`src/hw/rtl/hmd_pkg.sv`:
```
// shared types, constants and arctangent table for the haversine move detector
package hmd_pkg;

  // fixed-point constants
  localparam logic [29:0] INV_GAIN_Q30 = 30'd652032874;
  localparam logic [26:0] DEG2RAD_Q32  = 27'd74961321;
  localparam logic [12:0] EARTH_KM     = 13'd6371;
  localparam logic [22:0] DIST_MAX     = 23'd5124000;
  localparam logic [22:0] THRESH_RESET = 23'd1280;
  localparam logic [4:0]  SQRT_LAST    = 5'd30;

  // datapath word widths
  localparam int CR_W  = 35;
  localparam int MUL_W = 33;

  // controller states, one-hot
  typedef enum logic [10:0] {
    S_IDLE = 11'b000_0000_0001,
    S_WRAP = 11'b000_0000_0010,
    S_FIX  = 11'b000_0000_0100,
    S_FOLD = 11'b000_0000_1000,
    S_RAD  = 11'b000_0001_0000,
    S_ROT  = 11'b000_0010_0000,
    S_PROD = 11'b000_0100_0000,
    S_SQRT = 11'b000_1000_0000,
    S_ATAN = 11'b001_0000_0000,
    S_DIST = 11'b010_0000_0000,
    S_DONE = 11'b100_0000_0000
  } ctrl_state_t;

  typedef enum logic [1:0] {
    PH_LOAD = 2'd0,
    PH_RUN  = 2'd1,
    PH_SAVE = 2'd2
  } phase_t;

  typedef enum logic [2:0] {
    MUL_RAD  = 3'd0,
    MUL_S1   = 3'd1,
    MUL_C12  = 3'd2,
    MUL_S2   = 3'd3,
    MUL_A    = 3'd4,
    MUL_DIST = 3'd5
  } mul_op_t;

  // controller to datapath commands
  typedef struct packed {
    logic       capture;
    logic [1:0] job;
    logic [4:0] step;
    logic       wr_load;
    logic       wr_step;
    logic       wr_fix;
    logic       wr_fold;
    logic       mul_go;
    logic       mul_save;
    mul_op_t    mul_op;
    logic       cr_load;
    logic       cr_step;
    logic       cr_save;
    logic       cr_vec;
    logic       sq_load;
    logic       sq_step;
    logic       sq_save;
    logic       commit;
  } dp_cmd_t;

  // truncated arctangent of 2^-i, Q30
  function automatic logic [29:0] atan_q30(input logic [4:0] i);
    logic [29:0] v;
    case (i)
      5'd0:  v = 30'd843314856;
      5'd1:  v = 30'd497837829;
      5'd2:  v = 30'd263043836;
      5'd3:  v = 30'd133525158;
      5'd4:  v = 30'd67021686;
      5'd5:  v = 30'd33543515;
      5'd6:  v = 30'd16775850;
      5'd7:  v = 30'd8388437;
      5'd8:  v = 30'd4194282;
      5'd9:  v = 30'd2097149;
      5'd10: v = 30'd1048575;
      5'd11: v = 30'd524287;
      5'd12: v = 30'd262143;
      5'd13: v = 30'd131071;
      5'd14: v = 30'd65535;
      5'd15: v = 30'd32767;
      5'd16: v = 30'd16383;
      5'd17: v = 30'd8191;
      5'd18: v = 30'd4095;
      5'd19: v = 30'd2047;
      5'd20: v = 30'd1023;
      5'd21: v = 30'd511;
      5'd22: v = 30'd255;
      5'd23: v = 30'd127;
      5'd24: v = 30'd63;
      5'd25: v = 30'd31;
      5'd26: v = 30'd15;
      5'd27: v = 30'd7;
      5'd28: v = 30'd3;
      5'd29: v = 30'd1;
      default: v = 30'd0;
    endcase
    return v;
  endfunction

endpackage

```
`src/hw/rtl/hmd_ctrl.sv`:
```
// sequencing state machine for the haversine move detector
module hmd_ctrl
  import hmd_pkg::*;
#(
  parameter int ANGLE_FRAC_BITS   = 20,
  parameter int CORDIC_ITERATIONS = 24
) (
  input  logic    clk,
  input  logic    rst,
  input  logic    in_valid,
  output logic    in_ready,
  output logic    out_valid,
  input  logic    out_ready,
  input  logic    pos_valid,
  output dp_cmd_t cmd
);

  // highest shift of the modulus in the remainder loop
  localparam int WrapTop = (ANGLE_FRAC_BITS >= 21) ? 0 : 21 - ANGLE_FRAC_BITS;
  localparam logic [4:0] WrapStart = 5'(WrapTop);
  localparam logic [4:0] CrLast    = 5'(CORDIC_ITERATIONS - 1);

  ctrl_state_t state, state_next;
  phase_t      phase, phase_next;
  logic [1:0]  job, job_next;
  logic [4:0]  step, step_next;
  logic        out_valid_next;

  // next state and command decode
  always_comb begin
    state_next = state;
    phase_next = phase;
    job_next   = job;
    step_next  = step;
    cmd        = '0;
    cmd.job    = job;
    cmd.step   = step;
    cmd.mul_op = MUL_RAD;
    in_ready   = 1'b0;
    out_valid_next = out_valid && !out_ready;
    unique case (state)
      S_IDLE: begin
        in_ready = 1'b1;
        if (in_valid) begin
          cmd.capture = 1'b1;
          job_next    = 2'd0;
          phase_next  = PH_LOAD;
          state_next  = pos_valid ? S_WRAP : S_DONE;
        end
      end
      S_WRAP: begin
        if (phase == PH_LOAD) begin
          cmd.wr_load = 1'b1;
          step_next   = WrapStart;
          phase_next  = PH_RUN;
        end else begin
          cmd.wr_step = 1'b1;
          if (step == 5'd0) begin
            state_next = S_FIX;
          end else begin
            step_next = step - 5'd1;
          end
        end
      end
      S_FIX: begin
        cmd.wr_fix = 1'b1;
        state_next = S_FOLD;
      end
      S_FOLD: begin
        cmd.wr_fold = 1'b1;
        phase_next  = PH_LOAD;
        job_next    = job + 2'd1;
        state_next  = (job == 2'd3) ? S_RAD : S_WRAP;
      end
      S_RAD: begin
        cmd.mul_op = MUL_RAD;
        if (phase == PH_LOAD) begin
          cmd.mul_go = 1'b1;
          phase_next = PH_RUN;
        end else begin
          cmd.mul_save = 1'b1;
          phase_next   = PH_LOAD;
          job_next     = job + 2'd1;
          if (job == 2'd3) begin
            state_next = S_ROT;
          end
        end
      end
      S_ROT: begin
        unique case (phase)
          PH_LOAD: begin
            cmd.cr_load = 1'b1;
            step_next   = 5'd0;
            phase_next  = PH_RUN;
          end
          PH_RUN: begin
            cmd.cr_step = 1'b1;
            if (step == CrLast) begin
              phase_next = PH_SAVE;
            end else begin
              step_next = step + 5'd1;
            end
          end
          default: begin
            cmd.cr_save = 1'b1;
            phase_next  = PH_LOAD;
            job_next    = job + 2'd1;
            if (job == 2'd3) begin
              state_next = S_PROD;
            end
          end
        endcase
      end
      S_PROD: begin
        unique case (job)
          2'd0:    cmd.mul_op = MUL_S1;
          2'd1:    cmd.mul_op = MUL_C12;
          2'd2:    cmd.mul_op = MUL_S2;
          default: cmd.mul_op = MUL_A;
        endcase
        if (phase == PH_LOAD) begin
          cmd.mul_go = 1'b1;
          phase_next = PH_RUN;
        end else begin
          cmd.mul_save = 1'b1;
          phase_next   = PH_LOAD;
          job_next     = job + 2'd1;
          if (job == 2'd3) begin
            state_next = S_SQRT;
          end
        end
      end
      S_SQRT: begin
        unique case (phase)
          PH_LOAD: begin
            cmd.sq_load = 1'b1;
            step_next   = 5'd0;
            phase_next  = PH_RUN;
          end
          PH_RUN: begin
            cmd.sq_step = 1'b1;
            if (step == SQRT_LAST) begin
              phase_next = PH_SAVE;
            end else begin
              step_next = step + 5'd1;
            end
          end
          default: begin
            cmd.sq_save = 1'b1;
            phase_next  = PH_LOAD;
            if (job == 2'd1) begin
              job_next   = 2'd0;
              state_next = S_ATAN;
            end else begin
              job_next = job + 2'd1;
            end
          end
        endcase
      end
      S_ATAN: begin
        cmd.cr_vec = 1'b1;
        if (phase == PH_LOAD) begin
          cmd.cr_load = 1'b1;
          step_next   = 5'd0;
          phase_next  = PH_RUN;
        end else begin
          cmd.cr_step = 1'b1;
          if (step == CrLast) begin
            phase_next = PH_LOAD;
            state_next = S_DIST;
          end else begin
            step_next = step + 5'd1;
          end
        end
      end
      S_DIST: begin
        cmd.mul_op = MUL_DIST;
        if (phase == PH_LOAD) begin
          cmd.mul_go = 1'b1;
          phase_next = PH_RUN;
        end else begin
          cmd.mul_save = 1'b1;
          state_next   = S_DONE;
        end
      end
      S_DONE: begin
        if (!out_valid || out_ready) begin
          cmd.commit     = 1'b1;
          out_valid_next = 1'b1;
          state_next     = S_IDLE;
        end
      end
      default: begin
        state_next = S_IDLE;
      end
    endcase
  end

  // control registers
  always_ff @(posedge clk) begin
    if (rst) begin
      state     <= S_IDLE;
      phase     <= PH_LOAD;
      job       <= 2'd0;
      step      <= 5'd0;
      out_valid <= 1'b0;
    end else begin
      state     <= state_next;
      phase     <= phase_next;
      job       <= job_next;
      step      <= step_next;
      out_valid <= out_valid_next;
    end
  end

`ifndef SYNTH
  a_first_skips: assert property (@(posedge clk) disable iff (rst)
    (state == S_IDLE && in_valid && !pos_valid) |=> state == S_DONE)
    else $error("first fix did not go straight to result");
  a_commit_shows: assert property (@(posedge clk) disable iff (rst)
    cmd.commit |=> out_valid)
    else $error("committed word not presented");
  a_no_overwrite: assert property (@(posedge clk) disable iff (rst)
    (out_valid && !out_ready) |-> !cmd.commit)
    else $error("result overwritten while waiting");
`endif

endmodule

```
`config.mk`:
```
export PLATFORM = sky130hd
export DESIGN_NAME = hmd_ctrl
export DESIGN_NICKNAME = d
export VERILOG_FILES = /design/src/hw/rtl/hmd_pkg.sv /design/src/hw/rtl/hmd_ctrl.sv
export SDC_FILE = /design/constraint.sdc
export NUM_CORES = 1
export LEC_CHECK = 0
export BUFFER_PORTS_ARGS = -buffer_cell sky130_fd_sc_hd__buf_2
export CORE_ASPECT_RATIO = 0.6
export CORE_MARGIN = 2
export CORE_UTILIZATION = 51
export DETAILED_ROUTE_END_ITERATION = 6
export PLACE_DENSITY = 0.76
export SLEW_MARGIN = 15
export SYNTH_ARGS = -nofsm -noshare
export SYNTH_HDL_FRONTEND = slang
export SYNTH_SLANG_ARGS = --single-unit
```
`constraint.sdc`:
```
create_clock -name clk -period 2 [get_ports clk]
set_input_delay 0.4 -clock clk [delete_from_list [all_inputs] [get_ports clk]]
set_output_delay 0.4 -clock clk [all_outputs]
set_load 0.005 [all_outputs]
```
==> out/results.tsv, run 1 <==
stage	metric	value	unit
place	dp_slack	-0.189	ns
synth	netlist_area	0.00190	sq mm
place	io_buffer_count	31	
synth	syn_inst	269	
place	place_hpwl	5870	microns
synth	async_flop_share	0	%
run_status	haltStage	global routing	
synth	syn_area_per_cell	7.08	sq um
grt	grt_start_max_net_pins	23	
floorplanning	io_pins	32	
run_status	error	[ERROR DPL-0038] Utilization greater than 100%, impossible to legalize	
floorplanning	die_h	51.3	microns
synth	ys_top_cells_by_area	dfxtp_1 (22%), nor2_1 (6.7%), a21oi_1 (6.0%)	
synth	synth_top_area_cell	dfxtp_1	
floorplanning	core.rowCount	17	
synth	synth-seq-area-share	22.1	%
clocking	cts_inserted_buffers	3	
synth	netlist.area_leader.share	22.1	%
clocking	cts.htree.levels	1	
synth	synth-seq-cells	21	
clocking	ctsHoldBuffers	0	
floorplanning	fp.dieW	82.9	microns
run_status	outcome	stopped before the end	
place	routabilityCongestion	1.05	
synth	yosys_most_used_dff	dfxtp_1	
clocking	clk_path_buf_depth	2	
timing	crit_endpoint	cmd[8]	
timing	worst-ep-kind	top-level output	
synth	ys.warnings.count	0	
clocking	cts_root_buf	clkbuf_8	
clocking	cts.sink_count	21	
floorplanning	initial_core_util	52.7	%
synth	synth_nets	282	
synth	synthDistinctLibCells	52	
synth	synth_edf_count	0	
[stage by stage]
step / instances / instance area [sq um] / utilization [%] / setup TNS (ns) / hold WS (ns)
floorplan: 269 / 1940 / - / -0.549 / 0.496
global placement: 417 / 2740 / 75.7 / -1.92 / 0.496
detailed placement: 417 / 2740 / 75.7 / -2.41 / 0.505
CTS: 435 / 3100 / 85.8 / -4.05 / 0.516
[cells in the mapped netlist (5+ instances only)]
library cell,number
ha_1,8
nor2_1,34
a21oi_1,23
nor4_1,5
nand2_1,16
o21ai_0,13
nor2b_1,8
nand4_1,5
nand3_1,13
clkbuf_1,11
nand2b_1,7
nor3_1,10
nor4b_1,5
inv_1,11
dfxtp_1,21
[kinds of logic after synthesis]
| logic type | after synthesis | share of synthesized area [%] |
|---|---|---|
| xor+xnor | 4 | 1.84 |
| compound gates | 75 | 25.5 |
| simple gates | 131 | 37.9 |
| flops | 21 | 22.1 |
| mux | 2 | 1.05 |
| fa+ha+maj | 8 | 5.26 |
| buf+inv | 28 | 6.37 |
[what timing repair did]
item | CTS
hold endpoints to repair | 0
buffers inserted | 14
endpoints found under the setup margin | 38
resized for setup | 54
pin swaps | 22
==> run 2, diff against run 1 <==
--- a/config.mk
+++ b/config.mk
@@ -6,11 +6,10 @@
 export NUM_CORES = 1
 export LEC_CHECK = 0
 export BUFFER_PORTS_ARGS = -buffer_cell sky130_fd_sc_hd__buf_2
-export CORE_ASPECT_RATIO = 0.6
 export CORE_MARGIN = 2
-export CORE_UTILIZATION = 51
+export CORE_UTILIZATION = 40
 export DETAILED_ROUTE_END_ITERATION = 6
-export PLACE_DENSITY = 0.76
+export PLACE_DENSITY_LB_ADDON = 0.15
 export SLEW_MARGIN = 15
 export SYNTH_ARGS = -nofsm -noshare
 export SYNTH_HDL_FRONTEND = slang
==> constraint.sdc (replaced) <==
create_clock -name clk -period 2.6 [get_ports clk]
set_input_delay 0.52 -clock clk [delete_from_list [all_inputs] [get_ports clk]]
set_output_delay 0.52 -clock clk [all_outputs]
set_load 0.005 [all_outputs]
==> run 2 against run 1 <==
Effect of this change: synthesized cell count is the same; the run now ends clean; area after synthesis unchanged.
==> out/results.tsv, run 2 <==
stage	metric	value	unit	change
timing	min_period	2.50	ns	
timing	fmax	0.399	GHz	
run_status	outcome	completed		
floorplanning	io_pins	32		unchanged
synth	async_flop_share	0	%	unchanged
finish	nFillCells	512		
finish	multi_input_area	0.00140	sq mm	
critical_path	slowest_delay	0.58	ns	
synth	ys_top_cells_by_area	dfxtp_1 (22%), nor2_1 (6.7%), a21oi_1 (6.0%)		
critical_path	rr_startpoint	state[3]		
floorplanning	die_h	73	microns	+42%
drt	drcViolationCount	0		
place	place_hpwl	4550	microns	-22%
critical_path	cp_cell_sequence	or4_4, nor3_4, nand3_2, a21oi_1, buf_2		
grt	overflow	0		
finish	regMostFlops	state		
finish	register_area	420	sq um	
grt	antenna_found_initial	0		
timing	slew_viol_final	0		
synth	yosys_most_used_dff	dfxtp_1		
critical_path	cp_slowest_cell	or4_4		
pwr	power_leakage	0.952	nW	
timing	tightestPinTransition	0.623	ns	
drt	via_per_inst	6.08		
finish	drive_gt1_share	21.3	%	
drt	drtPass1Iterations	5		
synth	synth-seq-area-share	22.1	%	unchanged
synth	synth_nets	282		unchanged
floorplanning	fp.dieW	73	microns	-12%
critical_path	crit_type	flop to output pin		
timing	hold_viol	0		
synth	syn_inst	269		unchanged
hold_path	hold_path.class	flop to flop		
timing	finalClockSkew	0.00423	ns	
timing	fin_crit_sh	96.3	%	
grt	grt_use_total	23.8	%	
place	dp_cells	353		-15%
job	cap_viol_max_count	0		
synth	synth_mux_area_share	1.05	%	unchanged
synth	synth_edf_count	0		unchanged
finish	largest_reg_flops	11		
floorplanning	core.rowCount	25		+8
drt	routedWlPerCell	17.1	microns	
grt	grt_pass1_vias	1909		
finish	instances_no_fill	359		
finish	layout_common_cells	nor2_1 (34), buf_2 (31), a21oi_1 (23), dfxtp_1 (21), buf_4 (18)		
synth	netlist_area	0.00190	sq mm	unchanged
synth	synthDistinctLibCells	52		unchanged
pwr	power_density	446	mW/mm^2	
place	io_buffer_count	31		unchanged
synth	synth_xor_area_share	1.84	%	unchanged
synth	synth-seq-cells	21		unchanged
pwr	vdd_ir_drop_max	259	uV	
timing	slew_headroom	57.9	%	
drt	wirelength	6120	microns	
finish	syn_to_final_growth	18.7	%	
drt	ant_nets	0		
clocking	cts.htree.levels	1		unchanged
finish	fin_area	0.00226	sq mm	
finish	n_antenna_cell	0		
floorplanning	die_area	0.00533	sq mm	
synth	synth_top_area_cell	dfxtp_1		
synth	synth_top_family_by_area	simple AND/OR/NAND/NOR gates		
finish	final_common_cell	nor2_1		
critical_path	cp_data_required_time	2.08	ns	
synth	ys.warnings.count	0		unchanged
clocking	cts_inserted_buffers	3		unchanged
finish	largestRegisters	state x11, step x5		
clocking	cts.sink_count	21		unchanged
grt	grt_pass1_wl	9870	microns	
floorplanning	coreArea	0.00466	sq mm	
synth	syn_area_per_cell	7.08	sq um	unchanged
timing	rsz0062_at_grt	no		
critical_path	startpoint	state[9]		
finish	fin_nets	319		
critical_path	arrival	1.98	ns	
critical_path	crit_path_max_fanout	7		
drt	drt_iter0_drc	205		
clocking	cts_tree	done		
floorplanning	initial_core_util	40.9	%	-12 points
synth	synth_most_common_cell	nor2_1		
timing	setup_violations	0		
drt	num_vias	2181		
synth	netlist.area_leader.share	22.1	%	unchanged
clocking	clk_path_buf_depth	2		unchanged
critical_path	startpoint_type	flop		
grt	grt_start_max_net_pins	23		
synth	synth_compound_area_share	25.5	%	unchanged
clocking	clk_pin_slew	0.09	ns	
clocking	cts_root_buf	clkbuf_8		
clocking	clkLatencyLatePin	0.27	ns	
critical_path	end_kind	output pin		
place	post_dp_cell_area	0.00217	sq mm	-21%
synth	yosys.area_share.adder	5.26	%	unchanged
hold_path	min_from	step[4]		
synth	ys_top_cells_by_count	nor2_1 (34), a21oi_1 (23), dfxtp_1 (21)		
synth	synthSimpleGateAreaFrac	37.9	%	unchanged
place	routabilityCongestion	0.916		-13%
## run 2: cell counts after synthesis
Identical to the previous run, type by type.
## run 2: where the power goes
group / internal, W / switching (W) / leakage [nW]
clock: 0.000107 / 0.000124 / 0.0255
sequential: 0.000342 / 0.0000326 / 0.170
combinational: 0.000163 / 0.000239 / 0.756
total: 0.000613 / 0.000396 / 0.952
## run 2: logic make-up after synthesis
group / count (synthesis)
AND/OR/NAND/NOR: 131
AO/OA/AOI/OAI: 75
buffers and inverters: 28
flip-flops: 21
adder cells (fa/ha/maj): 8
XOR/XNOR: 4
multiplexers: 2
## run 2: cell type report
class / instances / area share, %
clock buffer: 3 / 1.83
clock inverter: 1 / 0.221
inverter: 11 / 1.83
multi-input combinational: 220 / 61.7
sequential: 21 / 18.6
tap: 54 / 2.99
timing repair buffer: 49 / 12.8
## run 2: final timing paths
kind | to | slack, ns | cells past startpoint
max | cmd[6] | 0.1 | 5
min | step[4] | 0.53 | 2
max reg2reg | phase[1] | 0.14 | 6
min reg2reg | step[4] | 0.53 | 2
## run 2: repair_timing
item,CTS,global route
pin swaps,0,1
setup buffers,0,2
hold buffers,0,0
resized for setup,0,6
setup endpoints to repair,2,11
## run 2: metal layers
metal	up-vias	wire length (microns)	GRT usage, %
met5	-	0	0
met4	0	117	6.79
met3	10	323	4.14
met2	76	2740	35.1
met1	1037	2950	35.2
li1	1058	-	-
## run 2: through the flow
stage	TNS, ns	power, W	setup slack [ns]	utilization, %	hold WS [ns]
after floorplan	0	0.000636	0.267	-	0.496
after global placement	0	0.000751	0.236	46.5	0.510
after detailed placement	0	0.000752	0.225	46.5	0.523
after CTS	-0.00473	0.000984	-0.00458	47.5	0.535
after global routing	0	0.00107	0.00255	48.5	0.581
final	0	0.00101	0.0961	48.5	0.532
## run 2: worst max-delay path, delay by kind of cell (launching register included)
| family | cells | cell delay, ns |
|---|---|---|
| buffers and inverters | 1 | 0.13 |
| DFF | 1 | 0.39 |
| AOI/OAI and AO/OA | 1 | 0.14 |
| and+or+nand+nor | 3 | 1.06 |
(Power assumes the default switching activity.)
